===== src/drc_pkg.sv =====
// shared types, constants and tables of the dynamic range compressor
package drc_pkg;

  localparam int CHANNELS_DEF    = 8;
  localparam int SAMPLE_BITS_DEF = 24;

  localparam int CFG_AW = 3;
  localparam int CFG_DW = 16;

  localparam logic [CFG_AW-1:0] CFG_TOPOLOGY  = 3'd0;
  localparam logic [CFG_AW-1:0] CFG_RATIO     = 3'd1;
  localparam logic [CFG_AW-1:0] CFG_THRESHOLD = 3'd2;
  localparam logic [CFG_AW-1:0] CFG_KNEE      = 3'd3;
  localparam logic [CFG_AW-1:0] CFG_ATTACK    = 3'd4;
  localparam logic [CFG_AW-1:0] CFG_RELEASE   = 3'd5;

  localparam logic MODE_FF = 1'b0;
  localparam logic MODE_FB = 1'b1;

  localparam logic [12:0]        RATIO_RST     = 13'd1024;
  localparam logic signed [15:0] THRESHOLD_RST = -16'sd5120;
  localparam logic [12:0]        KNEE_RST      = 13'd1536;
  localparam logic [15:0]        ATTACK_RST    = 16'd58982;
  localparam logic [15:0]        RELEASE_RST   = 16'd65208;

  localparam logic [12:0] RATIO_UNITY = 13'd256;

  localparam logic [16:0] DB_PER_LOG2_Q12 = 17'd24660;
  localparam logic [16:0] LOG2_PER_DB_Q16 = 17'd10885;
  localparam logic [16:0] UNITY_Q16       = 17'd65536;

  // rounded q1.16 values of 2^(2^-k), k = 8 down to 1
  localparam logic [16:0] POW2_FRAC [8] = '{
    17'd65714, 17'd65892, 17'd66250, 17'd66971,
    17'd68438, 17'd71468, 17'd77936, 17'd92682
  };

  typedef enum logic [4:0] {
    S_IDLE, S_SLOPE, S_NORM, S_SQ, S_SQ_W, S_NL, S_NL_W, S_TGT, S_HARD_W,
    S_MID1, S_MID2, S_MID3, S_SM1, S_SM2, S_SM3, S_GE, S_GE_W, S_GP, S_GP_W,
    S_GS, S_AP, S_AP_W, S_FBL, S_WB, S_OUT
  } state_t;

endpackage


===== src/drc_ram.sv =====
// generic single-port-write ram with registered read
module drc_ram #(
  parameter int WIDTH = 16,
  parameter int DEPTH = 8,
  localparam int AW = (DEPTH > 1) ? $clog2(DEPTH) : 1
) (
  input  logic             clk,
  input  logic             we,
  input  logic [AW-1:0]    waddr,
  input  logic [WIDTH-1:0] wdata,
  input  logic [AW-1:0]    raddr,
  output logic [WIDTH-1:0] rdata
);

  logic [WIDTH-1:0] mem [DEPTH];

  always_ff @(posedge clk) begin
    if (we) begin
      mem[waddr] <= wdata;
    end
    rdata <= mem[raddr];
  end

endmodule


===== src/drc_mul.sv =====
// shared registered multiplier, 32 x 17 bits unsigned
module drc_mul (
  input  logic        clk,
  input  logic [31:0] a,
  input  logic [16:0] b,
  output logic [48:0] p
);

  always_ff @(posedge clk) begin
    p <= 49'(a) * 49'(b);
  end

endmodule


===== src/drc_div.sv =====
// restoring divider, one quotient bit per cycle, 16-bit quotient
module drc_div (
  input  logic        clk,
  input  logic        rst,
  input  logic        start,
  input  logic [28:0] dividend,
  input  logic [12:0] divisor,
  output logic [15:0] quot,
  output logic        done
);

  logic [12:0] rem;
  logic [15:0] dq;
  logic [4:0]  cnt;
  logic        busy;
  logic [13:0] sh;
  logic        fits;

  assign sh   = {rem, dq[15]};
  assign fits = (sh >= {1'b0, divisor});
  assign quot = dq;

  always_ff @(posedge clk) begin
    if (rst) begin
      busy <= 1'b0;
      done <= 1'b0;
      cnt  <= '0;
    end else begin
      done <= 1'b0;
      if (start) begin
        busy <= 1'b1;
        cnt  <= 5'd16;
      end else if (busy) begin
        cnt <= cnt - 5'd1;
        if (cnt == 5'd1) begin
          busy <= 1'b0;
          done <= 1'b1;
        end
      end
    end
  end

  // dividend top must stay below divisor so the quotient fits 16 bits
  always_ff @(posedge clk) begin
    if (start) begin
      rem <= dividend[28:16];
      dq  <= dividend[15:0];
    end else if (busy) begin
      if (fits) begin
        rem <= 13'(sh - {1'b0, divisor});
      end else begin
        rem <= sh[12:0];
      end
      dq <= {dq[14:0], fits};
    end
  end

endmodule


===== src/dynamic_range_compressor_core.sv =====
// top level of the log-domain soft-knee dynamic range compressor
// one request carries a channel number and a q1.(SAMPLE_BITS-1) sample and
// gives back one compressed, saturated sample on the same channel. each
// channel keeps a q8.8 gain reduction in a small ram (valid bits make it read
// as 0 dB after reset, no clearing pass). requests are worked one at a time by
// a sequencer around one registered 32x17 multiplier and one 16-step serial
// divider: the slope division, a one-bit-per-cycle normalize of the level
// magnitude (the magnitude floor sits 17 bits below full scale), eight square
// steps for log2 and eight product steps for the exp table. a request on a
// channel at or above CHANNELS is passed through with no state change. the
// result sits in an output register, so a new request is taken while the
// previous result still waits. config writes land in a register and must only
// happen while the block is idle.
module dynamic_range_compressor_core #(
  parameter int CHANNELS    = drc_pkg::CHANNELS_DEF,
  parameter int SAMPLE_BITS = drc_pkg::SAMPLE_BITS_DEF,
  localparam int TDW = ((3 + SAMPLE_BITS + 7) / 8) * 8
) (
  input  logic                      clk,
  input  logic                      rst,
  // input stream
  input  logic                      s_tvalid,
  output logic                      s_tready,
  input  logic [TDW-1:0]            s_tdata,   // channel, sample_in
  // output stream
  output logic                      m_tvalid,
  input  logic                      m_tready,
  output logic [TDW-1:0]            m_tdata,   // channel_out, sample_out
  // config write port
  input  logic                      cfg_we,
  input  logic [drc_pkg::CFG_AW-1:0] cfg_addr,
  input  logic [drc_pkg::CFG_DW-1:0] cfg_wdata
);

  localparam int SB = SAMPLE_BITS;
  localparam int CW = (CHANNELS > 1) ? $clog2(CHANNELS) : 1;
  localparam int NW = SB + 16;          // normalize register
  localparam int ZW = $clog2(SB);       // leading-zero count
  localparam longint FLOOR_RAW = ((64'd1 << (SB - 1)) + 64'd50000) / 64'd100000;
  localparam logic [SB-1:0] MAG_FLOOR = (FLOOR_RAW == 0) ? SB'(1) : SB'(FLOOR_RAW);
  localparam logic [32:0] FS    = 33'd1 << (SB - 1);
  localparam logic [SB-1:0] SMAX = SB'(FS - 33'd1);
  localparam logic [SB-1:0] SMIN = SB'(FS);

  // config registers
  logic                topology_mode;
  logic [12:0]         ratio_q8;
  logic signed [15:0]  threshold_db_q8;
  logic [12:0]         knee_db_q8;
  logic [15:0]         attack_coeff;
  logic [15:0]         release_coeff;

  always_ff @(posedge clk) begin
    if (rst) begin
      topology_mode   <= drc_pkg::MODE_FF;
      ratio_q8        <= drc_pkg::RATIO_RST;
      threshold_db_q8 <= drc_pkg::THRESHOLD_RST;
      knee_db_q8      <= drc_pkg::KNEE_RST;
      attack_coeff    <= drc_pkg::ATTACK_RST;
      release_coeff   <= drc_pkg::RELEASE_RST;
    end else if (cfg_we) begin
      unique case (cfg_addr)
        drc_pkg::CFG_TOPOLOGY:  topology_mode   <= cfg_wdata[0];
        drc_pkg::CFG_RATIO:     ratio_q8        <= cfg_wdata[12:0];
        drc_pkg::CFG_THRESHOLD: threshold_db_q8 <= cfg_wdata;
        drc_pkg::CFG_KNEE:      knee_db_q8      <= cfg_wdata[12:0];
        drc_pkg::CFG_ATTACK:    attack_coeff    <= cfg_wdata;
        drc_pkg::CFG_RELEASE:   release_coeff   <= cfg_wdata;
        default: ;              // unused indexes are dropped
      endcase
    end
  end

  // sequencer state
  drc_pkg::state_t state, state_next;

  // datapath registers
  logic [2:0]            ch;
  logic signed [SB-1:0]  smp;
  logic [15:0]           slope;
  logic [15:0]           rr;         // current gain reduction, q8.8
  logic [NW-1:0]         x;
  logic [ZW-1:0]         z;
  logic [16:0]           m;
  logic [7:0]            frac;
  logic [2:0]            step;
  logic signed [17:0]    lvl;        // level in db, q8.8
  logic [16:0]           tgt;
  logic [31:0]           acc;
  logic [5:0]            ish;
  logic [7:0]            fb;
  logic [16:0]           gm;
  logic [16:0]           gain;       // linear gain q1.16
  logic signed [SB-1:0]  y;
  logic [CHANNELS-1:0]   vld;

  // output register
  logic [2:0]            ch_out;
  logic [SB-1:0]         y_out;

  // shared units
  logic [31:0] mul_a;
  logic [16:0] mul_b;
  logic [48:0] prod;
  logic        div_start;
  logic [28:0] div_num;
  logic [12:0] div_den;
  logic [15:0] div_q;
  logic        div_done;
  logic        ram_we;
  logic [15:0] ram_rd;

  drc_mul u_mul (
    .clk (clk),
    .a   (mul_a),
    .b   (mul_b),
    .p   (prod)
  );

  drc_div u_div (
    .clk      (clk),
    .rst      (rst),
    .start    (div_start),
    .dividend (div_num),
    .divisor  (div_den),
    .quot     (div_q),
    .done     (div_done)
  );

  logic [CW-1:0] cidx;
  assign cidx = CW'(ch);

  drc_ram #(
    .WIDTH (16),
    .DEPTH (CHANNELS)
  ) u_ram (
    .clk   (clk),
    .we    (ram_we),
    .waddr (cidx),
    .wdata (rr),
    .raddr (cidx),
    .rdata (ram_rd)
  );

  // combinational helpers
  logic                 accept;
  logic                 ch_ok;
  logic [SB-1:0]        abs_s;
  logic [SB-1:0]        abs_y;
  logic [ZW+7:0]        nl;
  logic signed [19:0]   l2, t2, kk, x2;
  logic signed [18:0]   dlt;
  logic [15:0]          coef;
  logic [16:0]          omc;

  assign accept = s_tvalid && s_tready;
  assign ch_ok  = (32'(ch) < 32'(CHANNELS));
  assign abs_s  = smp[SB-1] ? SB'(-smp) : SB'(smp);
  assign abs_y  = y[SB-1] ? SB'(-y) : SB'(y);
  assign nl     = {z, 8'b0} - (ZW+8)'(frac);
  assign l2     = {lvl[17], lvl, 1'b0};
  assign t2     = {{3{threshold_db_q8[15]}}, threshold_db_q8, 1'b0};
  assign kk     = {7'b0, knee_db_q8};
  assign x2     = l2 - t2 + kk;
  assign dlt    = {lvl[17], lvl} - {{3{threshold_db_q8[15]}}, threshold_db_q8};
  // attack when the reduction grows
  assign coef   = (tgt > {1'b0, rr}) ? attack_coeff : release_coeff;
  assign omc    = drc_pkg::UNITY_Q16 - {1'b0, coef};

  function automatic logic [SB-1:0] floor_mag(input logic [SB-1:0] v);
    return (v < MAG_FLOOR) ? MAG_FLOOR : v;
  endfunction

  always_ff @(posedge clk) begin
    if (rst) begin
      state <= drc_pkg::S_IDLE;
    end else begin
      state <= state_next;
    end
  end

  // next state and unit controls
  always_comb begin
    state_next = state;
    mul_a      = '0;
    mul_b      = '0;
    div_start  = 1'b0;
    div_num    = {13'(ratio_q8 - drc_pkg::RATIO_UNITY), 16'b0};
    div_den    = ratio_q8;
    ram_we     = 1'b0;
    s_tready   = 1'b0;
    unique case (state)
      drc_pkg::S_IDLE: begin
        s_tready = 1'b1;
        if (s_tvalid) begin
          div_start  = 1'b1;
          state_next = drc_pkg::S_SLOPE;
        end
      end
      drc_pkg::S_SLOPE: begin
        if (div_done) begin
          if (!ch_ok) begin
            state_next = drc_pkg::S_OUT;
          end else if (topology_mode == drc_pkg::MODE_FF) begin
            state_next = drc_pkg::S_NORM;
          end else begin
            state_next = drc_pkg::S_GE;
          end
        end
      end
      drc_pkg::S_NORM: begin
        if (x[NW-1]) begin
          state_next = drc_pkg::S_SQ;
        end
      end
      drc_pkg::S_SQ: begin
        mul_a      = 32'(m);
        mul_b      = m;
        state_next = drc_pkg::S_SQ_W;
      end
      drc_pkg::S_SQ_W: begin
        state_next = (step == 3'd7) ? drc_pkg::S_NL : drc_pkg::S_SQ;
      end
      drc_pkg::S_NL: begin
        mul_a      = 32'(nl);
        mul_b      = drc_pkg::DB_PER_LOG2_Q12;
        state_next = drc_pkg::S_NL_W;
      end
      drc_pkg::S_NL_W: begin
        state_next = drc_pkg::S_TGT;
      end
      drc_pkg::S_TGT: begin
        priority if (topology_mode == drc_pkg::MODE_FF && l2 > t2 + kk) begin
          mul_a      = 32'(dlt[16:0]);
          mul_b      = {1'b0, slope};
          state_next = drc_pkg::S_HARD_W;
        end else if (topology_mode == drc_pkg::MODE_FF && l2 > t2 - kk) begin
          mul_a      = 32'(x2[13:0]);
          mul_b      = 17'(x2[13:0]);
          state_next = drc_pkg::S_MID1;
        end else if (topology_mode == drc_pkg::MODE_FB && dlt > 19'sd0) begin
          mul_a      = 32'(dlt[16:0]);
          mul_b      = {1'b0, slope};
          state_next = drc_pkg::S_HARD_W;
        end else begin
          state_next = drc_pkg::S_SM1;
        end
      end
      drc_pkg::S_HARD_W: begin
        state_next = drc_pkg::S_SM1;
      end
      drc_pkg::S_MID1: begin
        mul_a      = prod[31:0];
        mul_b      = {1'b0, slope};
        state_next = drc_pkg::S_MID2;
      end
      drc_pkg::S_MID2: begin
        // divide by 8*knee*65536 as a shift then a divide by knee
        div_start  = 1'b1;
        div_num    = prod[47:19];
        div_den    = knee_db_q8;
        state_next = drc_pkg::S_MID3;
      end
      drc_pkg::S_MID3: begin
        div_den = knee_db_q8;
        if (div_done) begin
          state_next = drc_pkg::S_SM1;
        end
      end
      drc_pkg::S_SM1: begin
        mul_a      = 32'(rr);
        mul_b      = {1'b0, coef};
        state_next = drc_pkg::S_SM2;
      end
      drc_pkg::S_SM2: begin
        mul_a      = 32'(tgt);
        mul_b      = omc;
        state_next = drc_pkg::S_SM3;
      end
      drc_pkg::S_SM3: begin
        state_next = (topology_mode == drc_pkg::MODE_FF) ? drc_pkg::S_GE : drc_pkg::S_WB;
      end
      drc_pkg::S_GE: begin
        mul_a      = 32'(rr);
        mul_b      = drc_pkg::LOG2_PER_DB_Q16;
        state_next = drc_pkg::S_GE_W;
      end
      drc_pkg::S_GE_W: begin
        state_next = drc_pkg::S_GP;
      end
      drc_pkg::S_GP: begin
        mul_a      = 32'(gm);
        mul_b      = drc_pkg::POW2_FRAC[step];
        state_next = drc_pkg::S_GP_W;
      end
      drc_pkg::S_GP_W: begin
        state_next = (step == 3'd7) ? drc_pkg::S_GS : drc_pkg::S_GP;
      end
      drc_pkg::S_GS: begin
        state_next = drc_pkg::S_AP;
      end
      drc_pkg::S_AP: begin
        mul_a      = 32'(abs_s);
        mul_b      = gain;
        state_next = drc_pkg::S_AP_W;
      end
      drc_pkg::S_AP_W: begin
        state_next = (topology_mode == drc_pkg::MODE_FF) ? drc_pkg::S_WB : drc_pkg::S_FBL;
      end
      drc_pkg::S_FBL: begin
        state_next = drc_pkg::S_NORM;
      end
      drc_pkg::S_WB: begin
        ram_we     = 1'b1;
        state_next = drc_pkg::S_OUT;
      end
      drc_pkg::S_OUT: begin
        if (!m_tvalid || m_tready) begin
          state_next = drc_pkg::S_IDLE;
        end
      end
      default: state_next = drc_pkg::S_IDLE;
    endcase
  end

  // datapath
  logic [17:0] sq_t;
  logic [15:0] lv_mag;
  logic [34:0] sm_sum;
  logic [13:0] e_v;
  logic [5:0]  i_v;
  logic [32:0] mg;

  assign sq_t   = 18'((prod[33:0] + 34'd32768) >> 16);
  assign lv_mag = 16'((prod[27:0] + 28'd2048) >> 12);
  assign sm_sum = 35'(acc) + 35'(prod[33:0]) + 35'd32768;
  assign e_v    = 14'((prod[29:0] + 30'd32768) >> 16);
  assign i_v    = 6'((15'(e_v) + 15'd255) >> 8);
  assign mg     = 33'((prod + 49'd32768) >> 16);

  always_ff @(posedge clk) begin
    unique case (state)
      drc_pkg::S_IDLE: begin
        if (accept) begin
          ch  <= s_tdata[2:0];
          smp <= s_tdata[SB+2:3];
        end
      end
      drc_pkg::S_SLOPE: begin
        if (div_done) begin
          slope <= (ratio_q8 > drc_pkg::RATIO_UNITY) ? div_q : 16'd0;
          rr    <= vld[cidx] ? ram_rd : 16'd0;
          y     <= smp;
          x     <= {floor_mag(abs_s), 16'b0};
          z     <= '0;
          gm    <= drc_pkg::UNITY_Q16;
          step  <= '0;
        end
      end
      drc_pkg::S_NORM: begin
        if (x[NW-1]) begin
          m    <= x[NW-1 -: 17];
          frac <= '0;
          step <= '0;
        end else begin
          x <= {x[NW-2:0], 1'b0};
          z <= z + ZW'(1);
        end
      end
      drc_pkg::S_SQ_W: begin
        step <= step + 3'd1;
        if (sq_t[17]) begin
          frac <= {frac[6:0], 1'b1};
          m    <= sq_t[17:1];
        end else begin
          frac <= {frac[6:0], 1'b0};
          m    <= sq_t[16:0];
        end
      end
      drc_pkg::S_NL_W: begin
        lvl <= 18'sd0 - $signed({2'b0, lv_mag});
        tgt <= '0;
      end
      drc_pkg::S_HARD_W: tgt <= prod[32:16];
      drc_pkg::S_MID3: begin
        if (div_done) begin
          tgt <= {1'b0, div_q};
        end
      end
      drc_pkg::S_SM2: acc <= prod[31:0];
      drc_pkg::S_SM3: begin
        rr   <= sm_sum[31:16];
        gm   <= drc_pkg::UNITY_Q16;
        step <= '0;
      end
      drc_pkg::S_GE_W: begin
        ish <= i_v;
        fb  <= 8'({i_v, 8'b0} - e_v);
      end
      drc_pkg::S_GP_W: begin
        step <= step + 3'd1;
        if (fb[step]) begin
          gm <= 17'((prod[33:0] + 34'd32768) >> 16);
        end
      end
      // shifts of more than 16 leave nothing, which covers the gain-zero case
      drc_pkg::S_GS: gain <= gm >> ish;
      drc_pkg::S_AP_W: begin
        if (!smp[SB-1]) begin
          y <= (mg > FS - 33'd1) ? SMAX : SB'(mg);
        end else begin
          y <= (mg > FS) ? SMIN : SB'(33'd0 - mg);
        end
      end
      drc_pkg::S_FBL: begin
        x <= {floor_mag(abs_y), 16'b0};
        z <= '0;
      end
      default: ;
    endcase
  end

  // valid bits stand in for a cleared envelope ram
  always_ff @(posedge clk) begin
    if (rst) begin
      vld <= '0;
    end else if (ram_we) begin
      vld[cidx] <= 1'b1;
    end
  end

  // output register, freed by the downstream request
  always_ff @(posedge clk) begin
    if (rst) begin
      m_tvalid <= 1'b0;
    end else if (state == drc_pkg::S_OUT && (!m_tvalid || m_tready)) begin
      m_tvalid <= 1'b1;
    end else if (m_tready) begin
      m_tvalid <= 1'b0;
    end
  end

  always_ff @(posedge clk) begin
    if (state == drc_pkg::S_OUT && (!m_tvalid || m_tready)) begin
      ch_out <= ch;
      y_out  <= y;
    end
  end

  assign m_tdata = TDW'({y_out, ch_out});

`ifndef SYNTHESIS
  // one request at a time: no back-to-back accept
  a_single_item: assert property (@(posedge clk) disable iff (rst)
    accept |=> !s_tready)
    else $error("request accepted while another is in flight");

  // envelope ram only written for channels that exist
  a_wb_in_range: assert property (@(posedge clk) disable iff (rst)
    ram_we |-> ch_ok)
    else $error("envelope write for out-of-range channel");

  // divider results only arrive where the sequencer waits for them
  a_div_waited: assert property (@(posedge clk) disable iff (rst)
    div_done |-> (state == drc_pkg::S_SLOPE || state == drc_pkg::S_MID3))
    else $error("divider finished outside a wait state");

  // attenuation only: gain never above unity when applied
  a_gain_unity: assert property (@(posedge clk) disable iff (rst)
    (state == drc_pkg::S_AP) |-> (gain <= drc_pkg::UNITY_Q16))
    else $error("gain above unity");
`endif

endmodule


===== config.mk =====
export PLATFORM = sky130hd
export DESIGN_NAME = dynamic_range_compressor_core
export DESIGN_NICKNAME = d
export VERILOG_FILES = /design/src/drc_pkg.sv /design/src/drc_ram.sv /design/src/drc_mul.sv /design/src/drc_div.sv /design/src/dynamic_range_compressor_core.sv
export SDC_FILE = /design/constraint.sdc
export NUM_CORES = 2
export LEC_CHECK = 0
export BUFFER_PORTS_ARGS = -buffer_cell sky130_fd_sc_hd__buf_4
export CAP_MARGIN = 20
export CORE_MARGIN = 5
export CORE_UTILIZATION = 53
export CTS_CLUSTER_DIAMETER = 100
export DETAILED_ROUTE_END_ITERATION = 8
export GPL_TIMING_DRIVEN = 0
export PLACE_DENSITY = 0.67
export SLEW_MARGIN = 10
export SYNTH_ARGS = -nofsm -noshare
export SYNTH_HDL_FRONTEND = slang
export SYNTH_SLANG_ARGS = --single-unit

===== constraint.sdc =====
create_clock -name clk -period 13.3 [get_ports clk]
set_input_delay 3.99 -clock clk [delete_from_list [all_inputs] [get_ports clk]]
set_output_delay 3.99 -clock clk [all_outputs]
set_load 0.005 [all_outputs]

==> impl_metrics.env <==
export IMPL_status="finished clean"
export IMPL_worstHoldStart="ch[1]$_DFFE_PP_"
export IMPL_final_wirelength_um=190000
export IMPL_die_wd_um=326
export IMPL_cp_slowest_stage_delay_ns=0.78
export IMPL_num_nets_final=6591
export IMPL_cell_pwr_density_mw_per_mm2=112
export IMPL_ant_nets=0
export IMPL_number_of_setup_violations_in_the_final_report=0
export IMPL_area_of_the_placeable_core_mm2=0.0986
export IMPL_layout_fillers=8757
export IMPL_synth_async_reset_ratio=0
export IMPL_hold_viol=0
export IMPL_synth_area_top_cells="sky130_fd_sc_hd__edfxtp_1 (26%), sky130_fd_sc_hd__fa_1 (18%), sky130_fd_sc_hd__ha_1 (7.8%), sky130_fd_sc_hd__dfxtp_1 (6.1%), sky130_fd_sc_hd__nand2_1 (5.4%)"
export IMPL_pin_count=90
export IMPL_routabilityCongestion=1.06
export IMPL_worst_slew_pin_transition_ns=1.23
export IMPL_placement_row_count=115
export IMPL_worst_hold_path_endpoint="ch_out[1]$_DFFE_PP_"
export IMPL_global_route_wire_length_before_repair_um=278000
export IMPL_criticalPathCategory="reg2reg"
export IMPL_p_leak_nw=24.1
export IMPL_place_hpwl_um=153000
export IMPL_synth_top_area_frac=0.258
export IMPL_post_synth_num_cell_types=109
export IMPL_yosys_warnings=0
export IMPL_route_vias_total=43935
export IMPL_cp_arrival_ns=13.22
export IMPL_cp_common_cell="sky130_fd_sc_hd__fa_1"
export IMPL_io_buffers=79
export IMPL_ir_worst_vdd_mv=0.117
export IMPL_number_of_cells_on_the_worst_reg_to_reg_path=41
export IMPL_maxSlewViolCount=0
export IMPL_clk_latency_ns=0.63
export IMPL_drive_gt1_frac=0.0739
export IMPL_design_die_area_mm2=0.106
export IMPL_setup_reg_to_reg_worst_slack_ns=0.59
export IMPL_chipHeight_um=326
export IMPL_timing_critical_path_required_ns=13.81
export IMPL_critical_path_reg2reg_startpoint="threshold_db_q8[1]$_SDFFE_PP0P_"
export IMPL_crit_reg2reg_capture="u_mul.p[39]$_DFF_P_"
export IMPL_cp_end_kind="flop"
export IMPL_synthCells=5542
export IMPL_holdWs_ns=0.458
export IMPL_clk_pin_slew_worst_paths_ns=0.06
export IMPL_skew_ns=0.0318
export IMPL_wl_per_cell_um=26.8
export IMPL_hold_path_class="reg2reg"
export IMPL_route_detailed_vias_per_inst=6.20
export IMPL_cts_max_level=3
export IMPL_initialDrtViolationCount=5356
export IMPL_numCtsBuffers=69
export IMPL_synth_sequential_area_ratio=0.319
export IMPL_tritoncts="done"
export IMPL_slew_limit_headroom=0.173
export IMPL_startpoint="threshold_db_q8[1]$_SDFFE_PP0P_"
export IMPL_clock_path_buffers=3
export IMPL_timing_critical_path_slowest_stage_cell="sky130_fd_sc_hd__o211ai_1"
export IMPL_timing_final_crit_period_ns=12.71
export IMPL_max_cap_violations=0
export IMPL_areaGrowthSynthToFinish_pct=9.95
export IMPL_first_global_vias=43388
export IMPL_grt_setup_unrepaired="no"
export IMPL_worst_path_max_fanout=10
export IMPL_clkSinkCount=614
export IMPL_critPathLaunchType="flop"
export IMPL_max_clock_freq_mhz=78.7
export IMPL_gr_total_overflow=0
export IMPL_final_period_utilization=0.956
export IMPL_grt_max_degree=38
export IMPL_synth_area_leader_cell="sky130_fd_sc_hd__edfxtp_1"
export IMPL_synth_enable_flop_cells=453
export IMPL_clock_tree_root_cell="sky130_fd_sc_hd__clkbuf_16"
export IMPL_grt_use_total=0.351
export IMPL_detail_route_first_pass_iterations=9
export IMPL_cts_hold_repair_buffers=0
export IMPL_synth_avg_cell_area_um2=9.52
export IMPL_syn_area_mm2=0.0528
export IMPL_ys_dominant_reg_cell="sky130_fd_sc_hd__edfxtp_1"
export IMPL_min_path_cells=0
export IMPL_drcViolationCount=0
export IMPL_postLayoutCoreUtil=0.589
export IMPL_postSynthRegisterBits=614
export IMPL_floorplan_initialDensity=0.535
export IMPL_antenna_violations_before_repair=14
## power breakdown
| group | switching, W | internal (W) |
|---|---|---|
| clock | 0.000824 | 0.00111 |
| combinational | 0.00131 | 0.000637 |
| sequential | 0.000232 | 0.00239 |
## layout make-up
class / instances / area, um2 / area share
multi-input combinational: 4000 / 32600 / 0.562
sequential: 614 / 16800 / 0.290
inverter: 672 / 2520 / 0.0435
clock buffer: 93 / 1960 / 0.0338
tap: 1287 / 1610 / 0.0278
buffer: 266 / 1160 / 0.0201
timing repair buffer: 115 / 981 / 0.0169
clock inverter: 34 / 355 / 0.00612
antenna: 2 / 5.00 / 0.0000862
## worst max-delay path, delay by kind of cell, from the launching register on
kind,cells,cell delay (ns)
DFF,1,0.47
and+or+nand+nor,6,0.82
AOI/OAI and AO/OA,18,5.60
muxes,1,0.22
adders and majority gates,9,4.21
buffers and inverters,7,1.23
## synth_stat cells (57+ instances only)
cell / instances
sky130_fd_sc_hd__inv_1: 669
sky130_fd_sc_hd__nor2_1: 364
sky130_fd_sc_hd__xor2_1: 100
sky130_fd_sc_hd__nand3_1: 93
sky130_fd_sc_hd__a22oi_1: 111
sky130_fd_sc_hd__nor3_1: 78
sky130_fd_sc_hd__mux2i_1: 73
sky130_fd_sc_hd__xnor2_1: 166
sky130_fd_sc_hd__o21ai_0: 179
sky130_fd_sc_hd__edfxtp_1: 453
sky130_fd_sc_hd__ha_1: 331
sky130_fd_sc_hd__nor2b_1: 127
sky130_fd_sc_hd__and2_1: 57
sky130_fd_sc_hd__clkbuf_1: 192
sky130_fd_sc_hd__nand2_1: 760
sky130_fd_sc_hd__fa_1: 466
sky130_fd_sc_hd__dfxtp_1: 161
sky130_fd_sc_hd__a21oi_1: 272
## sequential cells by signal, indices dropped and copies added, names as in the netlist, 24 cells and up
register	cells
y	24
acc	32
u_ram.mem	128
y_out	24
u_mul.p	49
x	39
smp	24
## timing repair
item / in CTS / in global routing
pin swaps: 1 / 8
setup endpoints to repair: 7 / 19
gates resized for setup: 10 / 40
buffers inserted: 0 / 12
## routing by layer
metal  part of all wire  up-vias  wire, um  track usage
li1                   -    19297         -            -
met1               0.38    21752     72000        0.448
met2               0.45     2295     85600        0.556
met3               0.11      583     20100       0.0917
met4              0.062        8     11800        0.178
met5            0.00025        -        48            0
## cells by family (layout without fill, tap and decap cells)
logic type	after synthesis	count (layout)	synth area share
simple gates	1825	1825	0.165
compound gates	1008	1008	0.129
buf+inv	940	1180	0.0696
fa+ha+maj	797	797	0.255
flops	614	614	0.319
xor+xnor	266	266	0.0441
mux	90	90	0.0181
other cells	2	16	0.000142
## per-stage QoR
stage                     total power (W)  instance area, um2  cells  setup TNS (ns)  worst slack, ns
final                             0.00650               58000   7083               0            0.587
after global routing              0.00671               58000   7081               0          0.00374
after CTS                         0.00643               57700   7069      -0.0000160       -0.0000160
after detailed placement          0.00449               55300   6942           -1.36           -0.275
after global placement            0.00444               55000   6920           -4.93           -0.710
after floorplan                   0.00371               52800   5554               0             2.80
## worst max path at each step
| stage | to | cells past startpoint | slack (ns) |
|---|---|---|---|
| 2_1_floorplan | u_mul.p[29]$_DFF_P_ | 42 | 2.80 |
| 3_3_place_gp | u_mul.p[29]$_DFF_P_ | 44 | -0.71 |
| 3_5_place_dp | u_mul.p[43]$_DFF_P_ | 46 | -0.28 |
| 4_1_cts | u_mul.p[43]$_DFF_P_ | 43 | -0.00002 |
| 5_1_grt | u_mul.p[29]$_DFF_P_ | 44 | 0.004 |
| 6_report | u_mul.p[39]$_DFF_P_ | 41 | 0.59 |
## cells in the final DEF (no fill, tap or decap), types with 73 or more instances in the layout
cell	netlist	final
sky130_fd_sc_hd__nand2_1	760	760
sky130_fd_sc_hd__inv_1	669	669
sky130_fd_sc_hd__fa_1	466	466
sky130_fd_sc_hd__edfxtp_1	453	453
sky130_fd_sc_hd__nor2_1	364	361
sky130_fd_sc_hd__ha_1	331	331
sky130_fd_sc_hd__a21oi_1	272	271
sky130_fd_sc_hd__clkbuf_1	192	192
sky130_fd_sc_hd__o21ai_0	179	178
sky130_fd_sc_hd__xnor2_1	166	166
sky130_fd_sc_hd__dfxtp_1	161	159
sky130_fd_sc_hd__nor2b_1	127	126
sky130_fd_sc_hd__buf_4	15	118
sky130_fd_sc_hd__a22oi_1	111	111
sky130_fd_sc_hd__xor2_1	100	100
sky130_fd_sc_hd__nand3_1	93	93
sky130_fd_sc_hd__nor3_1	78	76
sky130_fd_sc_hd__mux2i_1	73	73
(Power assumes the default switching activity.)
